**src/dpad_pkg.sv**
```systemverilog
// ----------------------------------------------------------------------------
// D-pad to mouse event generator: package
// Event and button codes, pad bit positions, queue sizing and record types.
// ----------------------------------------------------------------------------
package dpad_pkg;

  localparam int PAD_W = 19;

  // Pad bit positions.
  localparam int PAD_UP         = 0;
  localparam int PAD_UP_LEFT    = 1;
  localparam int PAD_LEFT       = 2;
  localparam int PAD_DOWN_LEFT  = 3;
  localparam int PAD_DOWN       = 4;
  localparam int PAD_DOWN_RIGHT = 5;
  localparam int PAD_RIGHT      = 6;
  localparam int PAD_UP_RIGHT   = 7;
  localparam int PAD_MIDDLE     = 12;
  localparam int PAD_RBTN       = 13;
  localparam int PAD_LBTN_A     = 14;
  localparam int PAD_LBTN_B     = 18;

  localparam logic [3:0] STEP_RESET = 4'd2;

  // Event kinds.
  localparam logic [1:0] EV_MOTION = 2'd0;
  localparam logic [1:0] EV_DOWN   = 2'd1;
  localparam logic [1:0] EV_UP     = 2'd2;

  // Button codes; these also index the event mask below.
  localparam logic [1:0] BTN_NONE   = 2'd0;
  localparam logic [1:0] BTN_LEFT   = 2'd1;
  localparam logic [1:0] BTN_MIDDLE = 2'd2;
  localparam logic [1:0] BTN_RIGHT  = 2'd3;

  localparam int FIFO_DEPTH = 4;
  localparam int FIFO_PTR_W = $clog2(FIFO_DEPTH);
  localparam int FIFO_CNT_W = $clog2(FIFO_DEPTH + 1);

  // One tick's outcome. ev_mask bit 0 is motion, bits 1..3 are button
  // changes for left, middle and right.
  typedef struct packed {
    logic [15:0] pos_x;
    logic [15:0] pos_y;
    logic [2:0]  held;
    logic [3:0]  ev_mask;
  } tick_rec_t;

  typedef struct packed {
    logic      push;
    tick_rec_t rec;
  } front_wr_t;

  typedef struct packed {
    logic      avail;
    tick_rec_t rec;
  } queue_rd_t;

endpackage

```
**src/dpad_front.sv**
```systemverilog
// ----------------------------------------------------------------------------
// D-pad front end
// Decodes a pad sample, moves the pointer with saturation, tracks the held
// button mask and queues a record for every tick that causes events.
// ----------------------------------------------------------------------------
module dpad_front import dpad_pkg::*; (
  input  logic             clk,
  input  logic             rst_n,
  input  logic             accept,
  input  logic [PAD_W-1:0] pad,
  input  logic             cfg_we,
  input  logic [3:0]       cfg_step,
  output front_wr_t        wr
);

  logic [3:0]  step_r;
  logic [15:0] pos_x_r, pos_y_r;
  logic [2:0]  prev_held_r;

  logic        x_neg, x_pos, y_neg, y_pos;
  logic [2:0]  held;
  logic signed [17:0] delta_x, delta_y, sum_x, sum_y;
  logic [15:0] nx, ny;
  logic        moved;

  // Later checks win, so the diagonals override the single directions.
  always_comb begin
    x_neg = 1'b0;
    x_pos = 1'b0;
    y_neg = 1'b0;
    y_pos = 1'b0;
    if (pad[PAD_UP]) begin
      y_neg = 1'b1; y_pos = 1'b0;
    end
    if (pad[PAD_DOWN]) begin
      y_neg = 1'b0; y_pos = 1'b1;
    end
    if (pad[PAD_LEFT]) begin
      x_neg = 1'b1; x_pos = 1'b0;
    end
    if (pad[PAD_RIGHT]) begin
      x_neg = 1'b0; x_pos = 1'b1;
    end
    if (pad[PAD_UP_LEFT]) begin
      y_neg = 1'b1; y_pos = 1'b0; x_neg = 1'b1; x_pos = 1'b0;
    end
    if (pad[PAD_UP_RIGHT]) begin
      y_neg = 1'b1; y_pos = 1'b0; x_neg = 1'b0; x_pos = 1'b1;
    end
    if (pad[PAD_DOWN_LEFT]) begin
      y_neg = 1'b0; y_pos = 1'b1; x_neg = 1'b1; x_pos = 1'b0;
    end
    if (pad[PAD_DOWN_RIGHT]) begin
      y_neg = 1'b0; y_pos = 1'b1; x_neg = 1'b0; x_pos = 1'b1;
    end
  end

  assign held = {pad[PAD_RBTN], pad[PAD_MIDDLE], pad[PAD_LBTN_B] | pad[PAD_LBTN_A]};

  always_comb begin
    delta_x = 18'sd0;
    delta_y = 18'sd0;
    if (x_pos) delta_x = $signed({14'd0, step_r});
    if (x_neg) delta_x = -$signed({14'd0, step_r});
    if (y_pos) delta_y = $signed({14'd0, step_r});
    if (y_neg) delta_y = -$signed({14'd0, step_r});
    sum_x = $signed({{2{pos_x_r[15]}}, pos_x_r}) + delta_x;
    sum_y = $signed({{2{pos_y_r[15]}}, pos_y_r}) + delta_y;
    if (sum_x > 18'sd32767)       nx = 16'h7FFF;
    else if (sum_x < -18'sd32768) nx = 16'h8000;
    else                          nx = sum_x[15:0];
    if (sum_y > 18'sd32767)       ny = 16'h7FFF;
    else if (sum_y < -18'sd32768) ny = 16'h8000;
    else                          ny = sum_y[15:0];
  end

  assign moved = (nx != pos_x_r) || (ny != pos_y_r);

  always_comb begin
    wr.rec.pos_x   = nx;
    wr.rec.pos_y   = ny;
    wr.rec.held    = held;
    wr.rec.ev_mask = {held ^ prev_held_r, moved};
    wr.push        = accept && (wr.rec.ev_mask != 4'd0);
  end

  always_ff @(posedge clk) begin
    if (!rst_n) begin
      step_r      <= STEP_RESET;
      pos_x_r     <= 16'd0;
      pos_y_r     <= 16'd0;
      prev_held_r <= 3'd0;
    end else begin
      if (cfg_we) step_r <= cfg_step;
      if (accept) begin
        pos_x_r     <= nx;
        pos_y_r     <= ny;
        prev_held_r <= held;
      end
    end
  end

endmodule

```
**src/dpad_fifo.sv**
```systemverilog
// ----------------------------------------------------------------------------
// D-pad tick queue
// A short first-in first-out queue of tick records between front and back.
// ----------------------------------------------------------------------------
module dpad_fifo import dpad_pkg::*; (
  input  logic      clk,
  input  logic      rst_n,
  input  front_wr_t wr,
  input  logic      pop,
  output queue_rd_t rd,
  output logic      full
);

  tick_rec_t             mem_r [FIFO_DEPTH];
  logic [FIFO_PTR_W-1:0] wr_ptr_r, rd_ptr_r;
  logic [FIFO_CNT_W-1:0] cnt_r;
  logic                  do_pop;

  assign full     = (cnt_r == FIFO_CNT_W'(FIFO_DEPTH));
  assign rd.avail = (cnt_r != '0);
  assign rd.rec   = mem_r[rd_ptr_r];
  assign do_pop   = pop && rd.avail;

  always_ff @(posedge clk) begin
    if (wr.push) mem_r[wr_ptr_r] <= wr.rec;
  end

  always_ff @(posedge clk) begin
    if (!rst_n) begin
      wr_ptr_r <= '0;
      rd_ptr_r <= '0;
      cnt_r    <= '0;
    end else begin
      if (wr.push) begin
        wr_ptr_r <= (wr_ptr_r == FIFO_PTR_W'(FIFO_DEPTH - 1)) ? '0 : wr_ptr_r + 1'b1;
      end
      if (do_pop) begin
        rd_ptr_r <= (rd_ptr_r == FIFO_PTR_W'(FIFO_DEPTH - 1)) ? '0 : rd_ptr_r + 1'b1;
      end
      case ({wr.push, do_pop})
        2'b10:   cnt_r <= cnt_r + 1'b1;
        2'b01:   cnt_r <= cnt_r - 1'b1;
        default: cnt_r <= cnt_r;
      endcase
    end
  end

endmodule

```
**src/dpad_back.sv**
```systemverilog
// ----------------------------------------------------------------------------
// D-pad back end
// Walks the pending event bits of one tick record and drives one mouse
// event per cycle while out_stall is low, through a registered output stage.
// ----------------------------------------------------------------------------
module dpad_back import dpad_pkg::*; (
  input  logic        clk,
  input  logic        rst_n,
  input  queue_rd_t   rd,
  output logic        pop,
  input  logic        out_stall,
  output logic        out_valid,
  output logic [1:0]  out_event_kind,
  output logic [1:0]  out_which_button,
  output logic [15:0] out_pointer_x,
  output logic [15:0] out_pointer_y,
  output logic [2:0]  out_held_mask,
  output logic        out_last_event
);

  tick_rec_t   rec_r;
  logic [3:0]  rem_r, rem_after, rem_nxt;
  logic        out_valid_r, out_valid_nxt;
  logic [1:0]  kind_r, btn_r;
  logic [15:0] px_r, py_r;
  logic [2:0]  held_r;
  logic        last_r;

  logic        load_out, emit;
  logic [1:0]  sel;
  logic [1:0]  kind;

  assign load_out = !out_valid_r || !out_stall;
  assign emit     = load_out && (rem_r != 4'd0);

  // Lowest pending bit goes first: motion, then left, middle, right.
  always_comb begin
    if (rem_r[0])      sel = BTN_NONE;
    else if (rem_r[1]) sel = BTN_LEFT;
    else if (rem_r[2]) sel = BTN_MIDDLE;
    else               sel = BTN_RIGHT;
    if (sel == BTN_NONE)         kind = EV_MOTION;
    else if (rec_r.held[sel - 2'd1]) kind = EV_DOWN;
    else                         kind = EV_UP;
    rem_after = emit ? (rem_r & ~(4'd1 << sel)) : rem_r;
    pop       = rd.avail && (rem_after == 4'd0);
    rem_nxt   = pop ? rd.rec.ev_mask : rem_after;
    if (emit)          out_valid_nxt = 1'b1;
    else if (load_out) out_valid_nxt = 1'b0;
    else               out_valid_nxt = out_valid_r;
  end

  always_ff @(posedge clk) begin
    if (!rst_n) begin
      rem_r       <= 4'd0;
      out_valid_r <= 1'b0;
    end else begin
      rem_r       <= rem_nxt;
      out_valid_r <= out_valid_nxt;
    end
  end

  always_ff @(posedge clk) begin
    if (pop) rec_r <= rd.rec;
    if (emit) begin
      kind_r <= kind;
      btn_r  <= sel;
      px_r   <= rec_r.pos_x;
      py_r   <= rec_r.pos_y;
      held_r <= rec_r.held;
      last_r <= (rem_after == 4'd0);
    end
  end

  assign out_valid        = out_valid_r;
  assign out_event_kind   = kind_r;
  assign out_which_button = btn_r;
  assign out_pointer_x    = px_r;
  assign out_pointer_y    = py_r;
  assign out_held_mask    = held_r;
  assign out_last_event   = last_r;

endmodule

```
**src/dpad_to_mouse_event_generator.sv**
```systemverilog
// ----------------------------------------------------------------------------
// D-pad to mouse event generator
// Turns sampled pad button vectors into pointer motion and mouse button
// events.
// ----------------------------------------------------------------------------
// Each accepted pad word moves the pointer by step_size per axis (saturating
// at signed 16 bits) and yields up to four event words: a motion event when
// the position changed, then a down or up event for each changed button in
// the order left, middle, right; last_event marks the final one. Pad words
// are taken while the queue has room, and the result words leave through a
// single output register at one per cycle while out_stall is low; a tick that
// causes no event queues nothing. A four-entry queue between the decoder and
// the event sequencer lets input keep flowing while the output side is
// stalled; in_stall rises only when it is full. step_size is written through
// the cfg port, which is always ready.
// ----------------------------------------------------------------------------
module dpad_to_mouse_event_generator import dpad_pkg::*; (
  input  logic               clk,
  input  logic               rst_n,
  input  logic               in_valid,
  output logic               in_stall,
  input  logic [18:0]        in_pad_buttons,
  output logic               out_valid,
  input  logic               out_stall,
  output logic [1:0]         out_event_kind,
  output logic [1:0]         out_which_button,
  output logic signed [15:0] out_pointer_x,
  output logic signed [15:0] out_pointer_y,
  output logic               out_left_pressed,
  output logic [2:0]         out_held_mask,
  output logic               out_last_event,
  input  logic               cfg_valid,
  output logic               cfg_ready,
  input  logic [3:0]         cfg_step_size
);

  front_wr_t   wr;
  queue_rd_t   rd;
  logic        pop, full, accept;
  logic [15:0] px, py;
  logic [2:0]  held;

  assign cfg_ready = 1'b1;
  assign in_stall  = full;
  assign accept    = in_valid && !full;

  dpad_front u_front (
    .clk      (clk),
    .rst_n    (rst_n),
    .accept   (accept),
    .pad      (in_pad_buttons),
    .cfg_we   (cfg_valid && cfg_ready),
    .cfg_step (cfg_step_size),
    .wr       (wr)
  );

  dpad_fifo u_fifo (
    .clk   (clk),
    .rst_n (rst_n),
    .wr    (wr),
    .pop   (pop),
    .rd    (rd),
    .full  (full)
  );

  dpad_back u_back (
    .clk              (clk),
    .rst_n            (rst_n),
    .rd               (rd),
    .pop              (pop),
    .out_stall        (out_stall),
    .out_valid        (out_valid),
    .out_event_kind   (out_event_kind),
    .out_which_button (out_which_button),
    .out_pointer_x    (px),
    .out_pointer_y    (py),
    .out_held_mask    (held),
    .out_last_event   (out_last_event)
  );

  assign out_pointer_x    = $signed(px);
  assign out_pointer_y    = $signed(py);
  assign out_held_mask    = held;
  assign out_left_pressed = held[0];

endmodule

```
**config.mk**
```make
export PLATFORM = sky130hd
export DESIGN_NAME = dpad_to_mouse_event_generator
export DESIGN_NICKNAME = d
export VERILOG_FILES = /design/src/dpad_pkg.sv /design/src/dpad_front.sv /design/src/dpad_fifo.sv /design/src/dpad_back.sv /design/src/dpad_to_mouse_event_generator.sv
export SDC_FILE = /design/constraint.sdc
export NUM_CORES = 1
export LEC_CHECK = 0
export ABC_AREA = 1
export BUFFER_PORTS_ARGS = -buffer_cell sky130_fd_sc_hd__clkbuf_2
export CORE_ASPECT_RATIO = 1.4
export CORE_UTILIZATION = 35
export DETAILED_ROUTE_END_ITERATION = 6
export GPL_TIMING_DRIVEN = 0
export HOLD_SLACK_MARGIN = 0.12
export PLACE_DENSITY = 0.55
export SLEW_MARGIN = 20
export SYNTH_ARGS = -nofsm -noshare
export SYNTH_HDL_FRONTEND = slang
export SYNTH_SLANG_ARGS = --single-unit
```
**constraint.sdc**
```tcl
create_clock -name clk -period 6.4 [get_ports clk]
set_clock_uncertainty 0.15 [all_clocks]
set_input_delay 0 -clock clk [delete_from_list [all_inputs] [get_ports clk]]
set_output_delay 0 -clock clk [all_outputs]
set_load 0.02 [all_outputs]
```
==> impl_metrics.ini <==
[outcome]
status = finished, final reports clean

[global_routing]
met1_usage_pct = 19.8
grt_max_degree = 25
grt_pass1_vias = 9773
use_met2_pct = 31.1
overflow = 0
use_met3_pct = 1.64
grt_pass1_wl_mm = 52.1
antenna_found_initial = 0
gr-usage-all-layers_pct = 16.8
grt.busiest_layer = met2

[layout]
syn2layout_area_growth_pct = 18.1
fin_util_pct = 42.1
seq_area_um2 = 8000
num-fill-cells = 3742
nNetsFinal = 1610
multi_input_area_um2 = 4870
final_cells = 2078
final_area_um2 = 16200
diodes = 0
drive_gt1_share_pct = 14.7

[floorplanning]
initial_core_util_pct = 35.6
die_w_um = 170
boundaryPins = 72
fp.dieH_um = 237
core_um2 = 38600
rows = 85
dieArea_um2 = 40100

[logic_synthesis]
yosys.area.top_type_share_pct = 50.5
synthesis.nets = 1477
synth_area_leaders = edfxtp_1 50%, dfxtp_1 7.7%, nand2_1 7.3%, o21ai_0 4.4%, inv_1 4.3%
synth-seq-cells = 284
synthArstFlopShare_pct = 0
yosysTopAreaCell = edfxtp_1
yosys_most_used_dff = edfxtp_1
synth.distinct_cells = 49
ys_seq_area_share_pct = 58.2
synth_warnings = 0
synth-edff-count = 231
synthesis.instances = 1401
yosysMostFrequentCell = nand2_1
postSynthAreaPerCell_um2 = 9.81
synth_area_um2 = 13700
yosys-top-cells-count = 268 x nand2_1, 231 x edfxtp_1, 159 x inv_1

[critical_path]
critical_path_class = in -> reg
critPathMostFrequentCell = nand2_1
worst_path_dominant_cell_family = simple AND/OR/NAND/NOR gates
cp-end-kind = flip-flop
path_max_fanout = 10
worstPathRequired_ps = 6680
cp.arrival_ps = 6040
rrSetupSlack_ps = 800
critical_path_buf_inv_count = 7
cp_slowest_stage_delay_ps = 580
slowest_stage = dlygate4sd3_1
start_kind = input port

[drt]
via_per_inst = 4.80
drt_iter0_drc = 670
ant_nets = 0
drc_errors = 0
vias = 9983
drt_first_pass_iters = 5
avgRoutedWirePerCell_um = 16.0
postRouteWirelength_mm = 33.3

[placement]
port_buffers = 63
place_area_um2 = 15000
dp_cells = 1996
dp_hpwl_mm = 24.1
place.gp.congestion = 0.863

[sta]
finalSetupViolCount = 0
relSlewSlack_pct = 47.5
min_period_ps = 5760
tightest_slew_ps = 787
rsz0062_at_grt = no
slew_violations = 0
finalHoldViolCount = 0
finalSetupTns_ps = 0
max_clock_freq_mhz = 174
fin_crit_sh_pct = 90.0

[clocking]
cts_num_sinks = 284
cts_root_buffer = clkbuf_16
clock_latency_ps = 550
clk_pin_slew_ps = 60
cts_buffer_depth = 3
tritoncts = built
cts_max_level = 1
cts_buffers = 28

[pwr]
peakVddDrop_uv = 207
power_mw = 7.42
leakage_nw = 6.89
p_per_area_nw_per_um2 = 457

[job]
drv_cap = 0

[min_path]
min_path_type = in -> reg
-- area by class of cell --
| type | count | area share [%] |
|---|---|---|
| plain buffers | 48 | 1.56 |
| clock buffers | 40 | 4.97 |
| clock inverters | 12 | 0.755 |
| inverters | 176 | 4.07 |
| multi-input cells | 893 | 30.0 |
| flip-flops and latches | 284 | 49.3 |
| well taps | 522 | 4.02 |
| repair buffers | 103 | 5.36 |
-- through the flow --
stage / hold WS [ps] / setup slack [ps]
floorplan: -51.1 / 1130
global placement: 72.8 / -1290
detailed placement: 72.9 / 668
CTS: 133 / 450
global route: 180 / 141
finish: 146 / 641
-- worst min-delay path: cells and delay by family --
kind / cells / cell delay [ps]
buffers and inverters: 3 / 190
and+or+nand+nor: 5 / 510
-- per-layer routing --
metal	wire length, µm	vias to the layer above	share of wire (%)
li1	-	4987	-
met2	17300	212	52
met4	1070	0	3.2
met1	13800	4729	41
met5	0	-	0
met3	1120	55	3.4
-- state kept, by name, summed over array words and instances (netlist names), named ones only --
name / count
u_fifo.wr_ptr_r: 2
u_front.prev_held_r: 3
u_fifo.cnt_r: 3
u_back.out_which_button: 2
u_back.out_event_kind: 2
u_back.out_pointer_y: 16
u_fifo.mem_r: 156
u_front.step_r: 4
u_back.rec_r: 35
u_back.out_valid: 1
u_back.rem_r: 4
u_back.out_last_event: 1
u_front.pos_x_r: 16
u_front.pos_y_r: 16
u_back.out_held_mask: 3
u_back.out_pointer_x: 16
u_fifo.rd_ptr_r: 2
-- final timing paths --
path         cells after the start              start                        to
min                              8  in_pad_buttons[0]       u_fifo.mem_r[2][22]
max                             34  in_pad_buttons[5]           u_fifo.cnt_r[2]
max reg2reg                     32  u_front.step_r[0]           u_fifo.cnt_r[2]
min reg2reg                      0   u_back.rec_r[19]  u_back.out_pointer_y[12]
-- logic make-up after synthesis --
family | after synthesis | synth area share [%]
and+or+nand+nor | 562 | 18.9
DFF | 284 | 58.2
AOI/OAI and AO/OA | 253 | 9.89
buffers and inverters | 224 | 6.65
adders and majority gates | 48 | 4.53
xor gates and xnor gates | 29 | 1.85
other | 1 | 0.0273
-- repair_timing --
| item | 4_1_cts | 5_1_grt |
|---|---|---|
| setup endpoints to repair | 0 | 1 |
| resized for setup | 0 | 1 |
| setup buffers | 0 | 0 |
| hold buffers | 30 | 0 |
| hold endpoints to repair | 78 | 0 |
-- power breakdown --
| group | leakage [nW] | internal, mW | switching (mW) | total (mW) |
|---|---|---|---|---|
| Sequential | 2.56 | 2.83 | 0.169 | 3.00 |
| Combinational | 3.87 | 0.834 | 1.93 | 2.76 |
| Clock | 0.457 | 0.961 | 0.695 | 1.66 |
| Total | 6.89 | 4.63 | 2.79 | 7.42 |
-- placed cells by master, fill, tap and decap left out, types with 4 or more instances in the layout --
| cell | n |
|---|---|
| clkbuf_16 | 29 |
| nand4_1 | 8 |
| nor2_4 | 8 |
| dlygate4sd3_1 | 30 |
| nor2_1 | 126 |
| buf_16 | 8 |
| o22ai_1 | 40 |
| buf_4 | 4 |
| nand2_1 | 268 |
| buf_2 | 4 |
| xnor2_1 | 8 |
| xor2_1 | 21 |
| and2_1 | 4 |
| inv_2 | 19 |
| nand2_4 | 15 |
| nand3_2 | 6 |
| clkinv_2 | 5 |
| nand3_1 | 67 |
| dfxtp_1 | 53 |
| clkbuf_2 | 63 |
| o21ai_0 | 122 |
| nand2_2 | 40 |
| inv_1 | 157 |
| clkbuf_8 | 4 |
| edfxtp_1 | 231 |
| nor3_1 | 4 |
| clkbuf_1 | 39 |
| a21oi_1 | 77 |
| ha_1 | 45 |
Note: power is estimated with default switching activity, not from simulation.
